File: config.mk
export PLATFORM = sky130hd
export DESIGN_NAME = congestion_window_rto_controller_unit_flat
export DESIGN_NICKNAME = d
export VERILOG_FILES = /design/src/design/cwrc_pkg.sv /design/src/design/cwrc_if.sv /design/src/design/congestion_window_rto_controller_unit.sv /design/src/flat_wrapper.sv
export SDC_FILE = /design/constraint.sdc
export NUM_CORES = 1
export LEC_CHECK = 0
export ABC_AREA = 1
export BUFFER_PORTS_ARGS = -buffer_cell sky130_fd_sc_hd__buf_4
export CORE_MARGIN = 1.5
export CORE_UTILIZATION = 40
export DETAILED_ROUTE_END_ITERATION = 12
export RECOVER_POWER = 25
export SLEW_MARGIN = 15
export SYNTH_ARGS = -nofsm -noshare
export SYNTH_HDL_FRONTEND = slang
export SYNTH_SLANG_ARGS = --single-unit
export TNS_END_PERCENT = 5
File: constraint.sdc
create_clock -name clk -period 24.1 [get_ports clk]
set_clock_uncertainty 0.15 [all_clocks]
set_input_delay 2.41 -clock clk [delete_from_list [all_inputs] [get_ports clk]]
set_output_delay 2.41 -clock clk [all_outputs]
set_load 0.01 [all_outputs]
File: src/design/cwrc_pkg.sv
// Shared types and constants for the congestion window / RTO controller.
// Used by the channel interfaces and by the top level.
`timescale 1ns / 1ps

package cwrc_pkg;

  typedef logic [15:0] count_t;
  typedef logic [15:0] seconds_t;
  typedef logic [18:0] timeout_t;
  typedef logic [15:0] cfg_data_t;
  typedef logic        cfg_index_t;

  // Configuration register indexes
  localparam cfg_index_t CFG_RECEIVER_WINDOW   = 1'b0;
  localparam cfg_index_t CFG_INITIAL_THRESHOLD = 1'b1;

  localparam cfg_data_t RECEIVER_WINDOW_RESET   = 16'd65535;
  localparam cfg_data_t INITIAL_THRESHOLD_RESET = 16'd64;

  localparam int SRTT_RESET = 1;
  localparam int RTO_RESET  = 10;

endpackage

File: src/design/cwrc_if.sv
// Valid/ready channel interfaces: send-round items, per-round results and
// configuration writes. Depends on cwrc_pkg.
`timescale 1ns / 1ps

interface cwrc_round_if;
  import cwrc_pkg::*;
  logic     valid;
  logic     ready;
  count_t   sent_count;
  count_t   acked_count;
  logic     sample_valid;
  seconds_t rtt_sample;

  modport source (output valid, sent_count, acked_count, sample_valid, rtt_sample,
                  input ready);
  modport sink   (input valid, sent_count, acked_count, sample_valid, rtt_sample,
                  output ready);
endinterface

interface cwrc_result_if;
  import cwrc_pkg::*;
  logic     valid;
  logic     ready;
  count_t   next_window;
  count_t   next_threshold;
  logic     avoidance_mode;
  timeout_t timeout_value;
  logic     give_up;

  modport source (output valid, next_window, next_threshold, avoidance_mode,
                  timeout_value, give_up, input ready);
  modport sink   (input valid, next_window, next_threshold, avoidance_mode,
                  timeout_value, give_up, output ready);
endinterface

interface cwrc_cfg_if;
  import cwrc_pkg::*;
  logic       valid;
  logic       ready;
  cfg_index_t index;
  cfg_data_t  data;

  modport source (output valid, index, data, input ready);
  modport sink   (input valid, index, data, output ready);
endinterface

File: src/design/congestion_window_rto_controller_unit.sv
// Top level: congestion window, slow start threshold and retransmit timeout
// controller. Depends on cwrc_pkg and the channel interfaces in cwrc_if.sv.
`timescale 1ns / 1ps

// Usage:
//   round  - one transaction per send round: packets sent, packets acked in
//            order, and an optional round-trip sample in seconds.
//   result - one transaction per round: window, threshold, mode, timeout
//            and the give-up flag after that round.
//   cfg    - register writes: index 0 receiver window (caps the threshold),
//            index 1 initial threshold (also loads the threshold at once).
//            Always ready; write only while no round is outstanding.
// Latency: the result is valid in the cycle after the round is accepted.
// Throughput: one round per cycle while results are taken; the whole
// update is one combinational pass from the state registers and the round
// payload into the state and the result register.
// Reset (rst, synchronous): window 1, threshold 64, slow start, smoothed
// RTT 1, deviation 0, timeout 10, receiver window 65535, no result pending.
// Stall: the result register holds while result.ready is low; round.ready
// is low only while a result is held and not taken in that cycle.
// After a give-up rounds leave the state frozen; every round reports it.
module congestion_window_rto_controller_unit #(
  parameter int WINDOW_BITS = 16,
  parameter int TIME_BITS   = 16
) (
  input logic          clk,
  input logic          rst,
  cwrc_round_if.sink   round,
  cwrc_result_if.source result,
  cwrc_cfg_if.sink     cfg
);
  import cwrc_pkg::*;

  localparam int WB     = WINDOW_BITS;
  localparam int TB     = TIME_BITS;
  localparam int THR_W  = (WB > 16) ? WB : 16;
  localparam int RTO_W  = TB + 3;
  localparam int SCMP_W = (RTO_W > 16) ? RTO_W : 16;
  localparam int SMP_W  = (TB > 16) ? TB : 16;
  localparam int ROUT_W = (RTO_W > 19) ? RTO_W : 19;

  // State
  logic [WB-1:0]    window;
  logic [THR_W-1:0] threshold;
  logic             mode_avoid;
  logic [TB-1:0]    smoothed_rtt;
  logic [TB-1:0]    rtt_deviation;
  logic [RTO_W-1:0] retransmit_timeout;
  logic             zero_strike;
  logic             gave_up;
  cfg_data_t        receiver_window;
  logic             result_valid;

  logic [WB-1:0]    window_next;
  logic [THR_W-1:0] threshold_next;
  logic             mode_avoid_next;
  logic [TB-1:0]    smoothed_rtt_next;
  logic [TB-1:0]    rtt_deviation_next;
  logic [RTO_W-1:0] retransmit_timeout_next;
  logic             zero_strike_next;
  logic             gave_up_next;

  logic accept;
  logic cfg_write;

  // Datapath intermediates
  logic [THR_W-1:0] thr_clamped;
  logic [SMP_W-1:0] sample_ext;
  logic [TB-1:0]    sample_sat;
  logic             sample_use;
  logic [RTO_W-1:0] srtt_sum;
  logic [TB-1:0]    srtt_upd;
  logic [TB-1:0]    diff;
  logic [TB+1:0]    dev_sum;
  logic [TB-1:0]    dev_upd;
  logic             full;
  logic [THR_W-1:0] window_out;
  logic [ROUT_W-1:0] rto_out;

  assign accept    = round.valid && round.ready;
  assign cfg_write = cfg.valid && cfg.ready;

  assign round.ready  = !result_valid || result.ready;
  assign cfg.ready    = 1'b1;
  assign result.valid = result_valid;

  always_comb begin
    thr_clamped = (threshold > THR_W'(receiver_window)) ? THR_W'(receiver_window)
                                                       : threshold;

    // Sample saturates to the time field before use; the gate uses it raw.
    sample_ext = SMP_W'(round.rtt_sample);
    sample_sat = (sample_ext > SMP_W'({TB{1'b1}})) ? {TB{1'b1}} : sample_ext[TB-1:0];
    sample_use = round.sample_valid &&
                 (SCMP_W'(round.rtt_sample) <= SCMP_W'(retransmit_timeout));

    // srtt = (7*srtt + s) / 8
    srtt_sum = (RTO_W'(smoothed_rtt) << 3) - RTO_W'(smoothed_rtt) + RTO_W'(sample_sat);
    srtt_upd = srtt_sum[RTO_W-1:3];
    diff     = (srtt_upd >= sample_sat) ? (srtt_upd - sample_sat) : (sample_sat - srtt_upd);
    // dev = (3*dev + |srtt - s|) / 4
    dev_sum  = (TB+2)'({rtt_deviation, 1'b0}) + (TB+2)'(rtt_deviation) + (TB+2)'(diff);
    dev_upd  = dev_sum[TB+1:2];

    full = round.acked_count >= round.sent_count;

    window_next             = window;
    threshold_next          = threshold;
    mode_avoid_next         = mode_avoid;
    smoothed_rtt_next       = smoothed_rtt;
    rtt_deviation_next      = rtt_deviation;
    retransmit_timeout_next = retransmit_timeout;
    zero_strike_next        = zero_strike;
    gave_up_next            = gave_up;

    if (!gave_up) begin
      threshold_next = thr_clamped;
      if (sample_use) begin
        smoothed_rtt_next       = srtt_upd;
        rtt_deviation_next      = dev_upd;
        retransmit_timeout_next = RTO_W'(srtt_upd) + RTO_W'({dev_upd, 2'b00});
      end
      if (round.acked_count == '0 && zero_strike) begin
        gave_up_next = 1'b1;
      end else begin
        if (round.acked_count == '0) begin
          zero_strike_next = 1'b1;
        end
        priority if (!full) begin
          // loss: threshold from half the window, back to slow start
          threshold_next  = THR_W'(window[WB-1:1]);
          window_next     = WB'(1);
          mode_avoid_next = 1'b0;
        end else if (!mode_avoid) begin
          if (THR_W'(window) < thr_clamped) begin
            window_next = window[WB-1] ? {WB{1'b1}} : {window[WB-2:0], 1'b0};
          end else begin
            mode_avoid_next = 1'b1;
          end
        end else begin
          // avoidance: grow by one, holding at the window maximum
          if (window != {WB{1'b1}}) begin
            window_next = window + WB'(1);
          end
        end
      end
    end

    window_out = THR_W'(window_next);
    rto_out    = ROUT_W'(retransmit_timeout_next);
  end

  always_ff @(posedge clk) begin
    if (rst) begin
      window             <= WB'(1);
      threshold          <= THR_W'(INITIAL_THRESHOLD_RESET);
      mode_avoid         <= 1'b0;
      smoothed_rtt       <= TB'(SRTT_RESET);
      rtt_deviation      <= '0;
      retransmit_timeout <= RTO_W'(RTO_RESET);
      zero_strike        <= 1'b0;
      gave_up            <= 1'b0;
      receiver_window    <= RECEIVER_WINDOW_RESET;
      result_valid       <= 1'b0;
    end else begin
      if (accept) begin
        window             <= window_next;
        threshold          <= threshold_next;
        mode_avoid         <= mode_avoid_next;
        smoothed_rtt       <= smoothed_rtt_next;
        rtt_deviation      <= rtt_deviation_next;
        retransmit_timeout <= retransmit_timeout_next;
        zero_strike        <= zero_strike_next;
        gave_up            <= gave_up_next;
      end
      if (cfg_write) begin
        unique case (cfg.index)
          CFG_RECEIVER_WINDOW:   receiver_window <= cfg.data;
          CFG_INITIAL_THRESHOLD: threshold       <= THR_W'(cfg.data);
          default: ;
        endcase
      end
      if (accept) begin
        result_valid <= 1'b1;
      end else if (result.ready) begin
        result_valid <= 1'b0;
      end
    end
  end

  // Result register: payload only, no reset needed
  always_ff @(posedge clk) begin
    if (accept) begin
      result.next_window    <= window_out[15:0];
      result.next_threshold <= threshold_next[15:0];
      result.avoidance_mode <= mode_avoid_next;
      result.timeout_value  <= rto_out[18:0];
      result.give_up        <= gave_up_next;
    end
  end

`ifndef SYNTHESIS
  a_window_nonzero: assert property (@(posedge clk) disable iff (rst)
    window != '0)
    else $error("window reached zero");

  a_give_up_sticky: assert property (@(posedge clk) disable iff (rst)
    gave_up |=> gave_up)
    else $error("give-up flag cleared");

  a_frozen_after_give_up: assert property (@(posedge clk) disable iff (rst)
    (gave_up && !cfg_write) |=> ($stable(window) && $stable(threshold) &&
                                 $stable(retransmit_timeout)))
    else $error("state moved after give-up");

  a_result_follows_round: assert property (@(posedge clk) disable iff (rst)
    accept |=> (result_valid && result.give_up == gave_up))
    else $error("result missing or inconsistent after a round");

  a_threshold_capped: assert property (@(posedge clk) disable iff (rst)
    (accept && !gave_up && !cfg_write && full && round.acked_count != '0)
      |=> (threshold <= THR_W'(receiver_window)))
    else $error("threshold above receiver window after a round");
`endif

endmodule
File: src/flat_wrapper.sv
// flat-port wrapper written by rule: the top's interface ports become plain ports
module congestion_window_rto_controller_unit_flat import cwrc_pkg::*;
#(
  parameter int WINDOW_BITS = 16,
  parameter int TIME_BITS   = 16
)
  (clk, rst, round_valid, round_sent_count, round_acked_count, round_sample_valid, round_rtt_sample, round_ready, result_valid, result_next_window, result_next_threshold, result_avoidance_mode, result_timeout_value, result_give_up, result_ready, cfg_valid, cfg_index, cfg_data, cfg_ready);
  cwrc_round_if round_i ();
  cwrc_result_if result_i ();
  cwrc_cfg_if cfg_i ();
  input logic clk;
  input logic rst;
  input wire logic [$bits(round_i.valid)-1:0] round_valid;
  input wire logic [$bits(round_i.sent_count)-1:0] round_sent_count;
  input wire logic [$bits(round_i.acked_count)-1:0] round_acked_count;
  input wire logic [$bits(round_i.sample_valid)-1:0] round_sample_valid;
  input wire logic [$bits(round_i.rtt_sample)-1:0] round_rtt_sample;
  output wire logic [$bits(round_i.ready)-1:0] round_ready;
  output wire logic [$bits(result_i.valid)-1:0] result_valid;
  output wire logic [$bits(result_i.next_window)-1:0] result_next_window;
  output wire logic [$bits(result_i.next_threshold)-1:0] result_next_threshold;
  output wire logic [$bits(result_i.avoidance_mode)-1:0] result_avoidance_mode;
  output wire logic [$bits(result_i.timeout_value)-1:0] result_timeout_value;
  output wire logic [$bits(result_i.give_up)-1:0] result_give_up;
  input wire logic [$bits(result_i.ready)-1:0] result_ready;
  input wire logic [$bits(cfg_i.valid)-1:0] cfg_valid;
  input wire logic [$bits(cfg_i.index)-1:0] cfg_index;
  input wire logic [$bits(cfg_i.data)-1:0] cfg_data;
  output wire logic [$bits(cfg_i.ready)-1:0] cfg_ready;
  assign round_i.valid = round_valid;
  assign round_i.sent_count = round_sent_count;
  assign round_i.acked_count = round_acked_count;
  assign round_i.sample_valid = round_sample_valid;
  assign round_i.rtt_sample = round_rtt_sample;
  assign round_ready = round_i.ready;
  assign result_valid = result_i.valid;
  assign result_next_window = result_i.next_window;
  assign result_next_threshold = result_i.next_threshold;
  assign result_avoidance_mode = result_i.avoidance_mode;
  assign result_timeout_value = result_i.timeout_value;
  assign result_give_up = result_i.give_up;
  assign result_i.ready = result_ready;
  assign cfg_i.valid = cfg_valid;
  assign cfg_i.index = cfg_index;
  assign cfg_i.data = cfg_data;
  assign cfg_ready = cfg_i.ready;
  congestion_window_rto_controller_unit #(.WINDOW_BITS(WINDOW_BITS), .TIME_BITS(TIME_BITS)) u_core (.clk(clk), .rst(rst), .round(round_i), .result(result_i), .cfg(cfg_i));
endmodule
### After elaboration in Yosys (flattened, before gate mapping)

Index checks and enable logic that the tools add are counted.

* register bits after elaboration: 156
* input port bits: 71
* word-level logic and storage cells: 70

* order comparisons: 6
* muxes and demuxes: 27
* equal/unequal tests: 1
* bitwise operators: 3
* $add $sub $neg: 8
* reductions and logical operators: 10

Operator list (count)
* $mux W16: 16
* $mux W19: 2
* $ge A16 B16 Y1: 2
* $sub A16 B16 Y16: 2
* $add A16 B18 Y19: 1
* $add A19 B16 Y19: 1
* $le A16 B19 Y1: 1
* $sub A19 B16 Y19: 1
* $add A17 B16 Y18: 1
* $add A18 B16 Y18: 1
* $add A16 B1 Y16 const B: 1
* $gt A16 B16 Y1: 1
* $gt A16 B16 Y1 const B: 1
* $logic_not A16 Y1: 1
* $lt A16 B16 Y1: 1
* $ne A16 B16 Y1 const B: 1
* $mux W1: 9
* $reduce_and A4 Y1: 1
* $logic_and A1 B1 Y1: 3
* $not A1 Y1: 3
* $reduce_and A3 Y1: 1
* $reduce_and A2 Y1: 1
* $reduce_bool A2 Y1: 1
* $logic_not A1 Y1: 1
* $logic_or A1 B1 Y1: 1

### Longest topological paths before layout

* depth after elaboration: 9
* mapped depth: 58

### Worst setup path before layout

OpenSTA, ideal clock, no wires.

* path kind: input-to-reg
* from: input port round_rtt_sample[4]
* to: register u_core.result.timeout_value[17] (netlist bit) (data pin)
* required time: 23690 ps
* path slack: 13890 ps
* stages: 53
* data arrival time: 9800 ps
* setup time: 260 ps
* path through: inv_1 fa_1 inv_1 ha_1 a21oi_1 o21ai_0 a21oi_2 inv_1 a21oi_2 inv_1 a21oi_2 inv_2 nand2_2 nand2_1 nand2_1 nand2_1 nand2_1 nand2_1 [... 17 more ...] o21ai_0 xnor2_1 inv_1 ha_1 nand2_1 nor2_1 nand2_1 o211ai_1 a21oi_1 o21ai_1 a31oi_1 o21ai_1 nand2_1 nand2_1 nand2_1 xnor2_1 nand2_1 o21ai_0

* word-level cells in the longest chain between the ends: 9

RTL lines
* from (decl): RTL line flat_wrapper.sv:17 `input wire logic [$bits(round_i.rtt_sample)-1:0] round_rtt_sample;`
* $gt A16 B16 Y1: RTL line congestion_window_rto_controller_unit.sv:93 `sample_sat = (sample_ext > SMP_W'({TB{1'b1}})) ? {TB{1'b1}} : sample_ext[TB-1:0];`
* $mux W16 *: RTL line congestion_window_rto_controller_unit.sv:93
* $add A19 B16 Y19 *: RTL line congestion_window_rto_controller_unit.sv:98 `srtt_sum = (RTO_W'(smoothed_rtt) << 3) - RTO_W'(smoothed_rtt) + RTO_W'(sample_sat);`
* net u_core.srtt_sum[15]: RTL line congestion_window_rto_controller_unit.sv:71 `logic [RTO_W-1:0] srtt_sum;`
* $ge A16 B16 Y1 *: RTL line congestion_window_rto_controller_unit.sv:100 `diff = (srtt_upd >= sample_sat) ? (srtt_upd - sample_sat) : (sample_sat - srtt_upd);`
* $mux W16 *: RTL line congestion_window_rto_controller_unit.sv:100
* $add A18 B16 Y18 *: RTL line congestion_window_rto_controller_unit.sv:102 `dev_sum = (TB+2)'({rtt_deviation, 1'b0}) + (TB+2)'(rtt_deviation) + (TB+2)'(diff);`
* net u_core.dev_sum[7]: RTL line congestion_window_rto_controller_unit.sv:74 `logic [TB+1:0] dev_sum;`
* $add A16 B18 Y19 *: RTL line congestion_window_rto_controller_unit.sv:121 `retransmit_timeout_next = RTO_W'(srtt_upd) + RTO_W'({dev_upd, 2'b00});`
* $mux W19 *: RTL line congestion_window_rto_controller_unit.sv:118 `if (sample_use) begin`
* $mux W19 *: RTL line congestion_window_rto_controller_unit.sv:116 `if (!gave_up) begin`
* net u_core.retransmit_timeout_next[17]: RTL line congestion_window_rto_controller_unit.sv:59 `logic [RTO_W-1:0] retransmit_timeout_next;`
* to (signal assigned): RTL line congestion_window_rto_controller_unit.sv:197 `result.timeout_value <= rto_out[18:0];`
* to (decl): RTL line cwrc_if.sv:31 `timeout_value, give_up, input ready);`

The timed path passes the listed nets; every way through them passes the cells marked *.
A chain may end at the register's enable or synchronous reset.

### Worst setup path in the final report

Ends and elaborated chain as after synthesis.

==> impl_metrics.tcl <==
set metrics [dict create \
    synth_edf_count 53 \
    diodes 0 \
    ys_seq_area_share_pct 28.4 \
    cts_tree "yes" \
    dieArea_um2 33300 \
    crit_path_frequent_cell "nand2_1" \
    grt_max_degree 86 \
    ant_nets 0 \
    status "finished, violations left" \
    grt_usage_pct 22.6 \
    cts_buffers 17 \
    root_buffer "clkbuf_16" \
    cts_resized 0 \
    grt_pass1_wl_mm 58.9 \
    dieHeight_um 182 \
    fmax_mhz 88.5 \
    dp_hpwl_mm 28.4 \
    drt-total-wl_mm 36.6 \
    fin_area_um2 14500 \
    worstSetupEndpointType "flop" \
    cp.arrival_ns 11.30 \
    antenna_found_initial 1 \
    violations "max-capacitance violations, max-slew violations" \
    pre_cts_ws_ns 12.39 \
    critPathKind "in -> reg" \
    setup_viol 0 \
    grt.overflow.total 0 \
    drive_above_1_share_pct 7.76 \
    drv_cap 3 \
    hold_path_class "reg -> reg" \
    initialDrtViolationCount 706 \
    hold_depth 2 \
    critPathLaunchType "primary input" \
    core-area_um2 31600 \
    die_x_um 182 \
    finalSetupTns_ns 0 \
    fp-row-count 65 \
    synth_cell_types 53 \
    critPathRequiredTime_ns 24.10 \
    gp_congestion 0.938 \
    path_clk_slew_ns 0.06 \
    syn_area_per_cell_um2 7.24 \
    hold_buffers 0 \
    clk-insertion-delay-late_ns 0.44 \
    synth_cells 1778 \
    fin_ws_ns 12.80 \
    grt_pass1_vias 11158 \
    cts.sinks 156 \
    slew_headroom_pct -52.9 \
    slowest_stage "fa_1" \
    hold_viol 0 \
    ys_ff_latch 156 \
    first_pass_iters 7 \
    cts_max_level 4 \
    max_stage_delay_ns 0.53 \
    syn-cell-area_um2 12900 \
    dpl-instance-area_um2 14100 \
    utilization_pct 45.9 \
    clock_path_buffers 2 \
    cp_max_fo 17 \
    vias 11708 \
    tightest_slew_ns 2.29 \
    fin_crit_ns 11.30 \
    drt-vias-per-instance 5.13 \
    final_common_cell "nand2_1" \
    nNetsFinal 2114 \
    post-cts-setup-buffers 0 \
    drc_errors 0 \
    mostFrequentLayoutCells "nand2_1, inv_1, a21oi_1, o21ai_0, ha_1" \
    maxSlewViolCount 115 \
    ios 127 \
    syn_nets 2023 \
    syn2layout_area_growth_pct 12.6 \
    rsz0062_at_grt "false" \
    synthArstFlopShare_pct 0 \
    ys.flop_type "dfxtp_1" \
    period_share_pct 46.9 \
    r2r_cells 52 \
    yosys_warnings 0 \
    port_buffers 125 \
    wl_per_cell_um 16.0 \
    start_util_pct 40.7 \
    fill_cells 3248 \
]
synth_stat cells (7+ instances only):
cell      number  area share [%]
nor3_1        19            0.74
nand3_1       52             2.0
fa_1          32             5.0
nor2_1        64             1.9
a31oi_1        8            0.39
a211oi_1      10            0.58
xor2_1        41             2.8
buf_2         11            0.43
edfxtp_1      53              12
inv_2         10            0.29
ha_1         142              14
nand4_1       14            0.68
dfxtp_1      103              16
xnor2_1       13            0.88
clkbuf_1      43             1.3
o21ai_0      157             6.1
o211ai_1      35             2.0
inv_1        305             8.9
a21oi_1      199             7.7
o21a_1         7            0.41
o21ai_1       17            0.66
nand2_1      380              11
final timing paths:
check                           slack (ns)                         endpoint                         start
worst max-delay path                 12.80  u_core.result.timeout_value[17]           round_rtt_sample[4]
worst max register to register       14.55  u_core.result.timeout_value[17]        u_core.smoothed_rtt[1]
worst min register to register        0.32     u_core.retransmit_timeout[5]  u_core.retransmit_timeout[5]
worst min-delay path                  0.32     u_core.retransmit_timeout[5]  u_core.retransmit_timeout[5]
metrics by stage:
| stage | hold WS [ns] | cells |
|---|---|---|
| after floorplan | 0.293 | 1778 |
| after global placement | 0.301 | 2252 |
| after detailed placement | 0.309 | 2252 |
| after CTS | 0.319 | 2284 |
| after global routing | 0.334 | 2284 |
| final | 0.318 | 2284 |
sequential cells by signal, indices dropped and copies added, names as in the netlist, 16 cells and up:
signal / count
u_core.result.next_window: 16
u_core.result.next_threshold: 16
u_core.rtt_deviation: 16
u_core.retransmit_timeout: 19
u_core.receiver_window: 16
u_core.threshold: 16
u_core.result.timeout_value: 19
u_core.window: 16
u_core.smoothed_rtt: 16
metal layers:
layer / track usage (%) / part of all wire, % / up-vias
met3: 3.25 / 3.5 / 66
met5: 0 / 0 / -
li1: - / - / 6052
met1: 28.1 / 45 / 5335
met4: 9.26 / 3.6 / 0
met2: 39.3 / 48 / 255
critical path, delay by kind of cell:
| kind | cells | cell delay [ns] |
|---|---|---|
| AO/OA/AOI/OAI | 16 | 2.77 |
| XOR/XNOR | 4 | 0.91 |
| adder cells (fa/ha/maj) | 6 | 2.59 |
| buffers and inverters | 8 | 0.78 |
| AND/OR/NAND/NOR | 19 | 1.79 |
kinds of logic after synthesis:
logic type               count (synthesis)  synth area share [%]
AND/OR/NAND/NOR                        550                  17.7
AO/OA/AOI/OAI                          464                  20.0
buffers and inverters                  377                  11.2
adder cells (fa/ha/maj)                174                  18.8
flip-flops                             156                  28.4
XOR/XNOR                                55                  3.80
other                                    1                0.0291
multiplexers                             1                0.0777
area by class of cell:
type,count,area (um2),area share [%]
multi-input combinational,1245,7790,53.7
sequential,156,3650,25.2
inverter,317,1190,8.21
timing repair buffer,132,777,5.36
tap,402,503,3.47
clock buffer,20,457,3.15
clock inverter,12,138,0.949
Power is not shown: default switching activity piles up to over one toggle a cycle in this logic, so the estimate is an artifact.
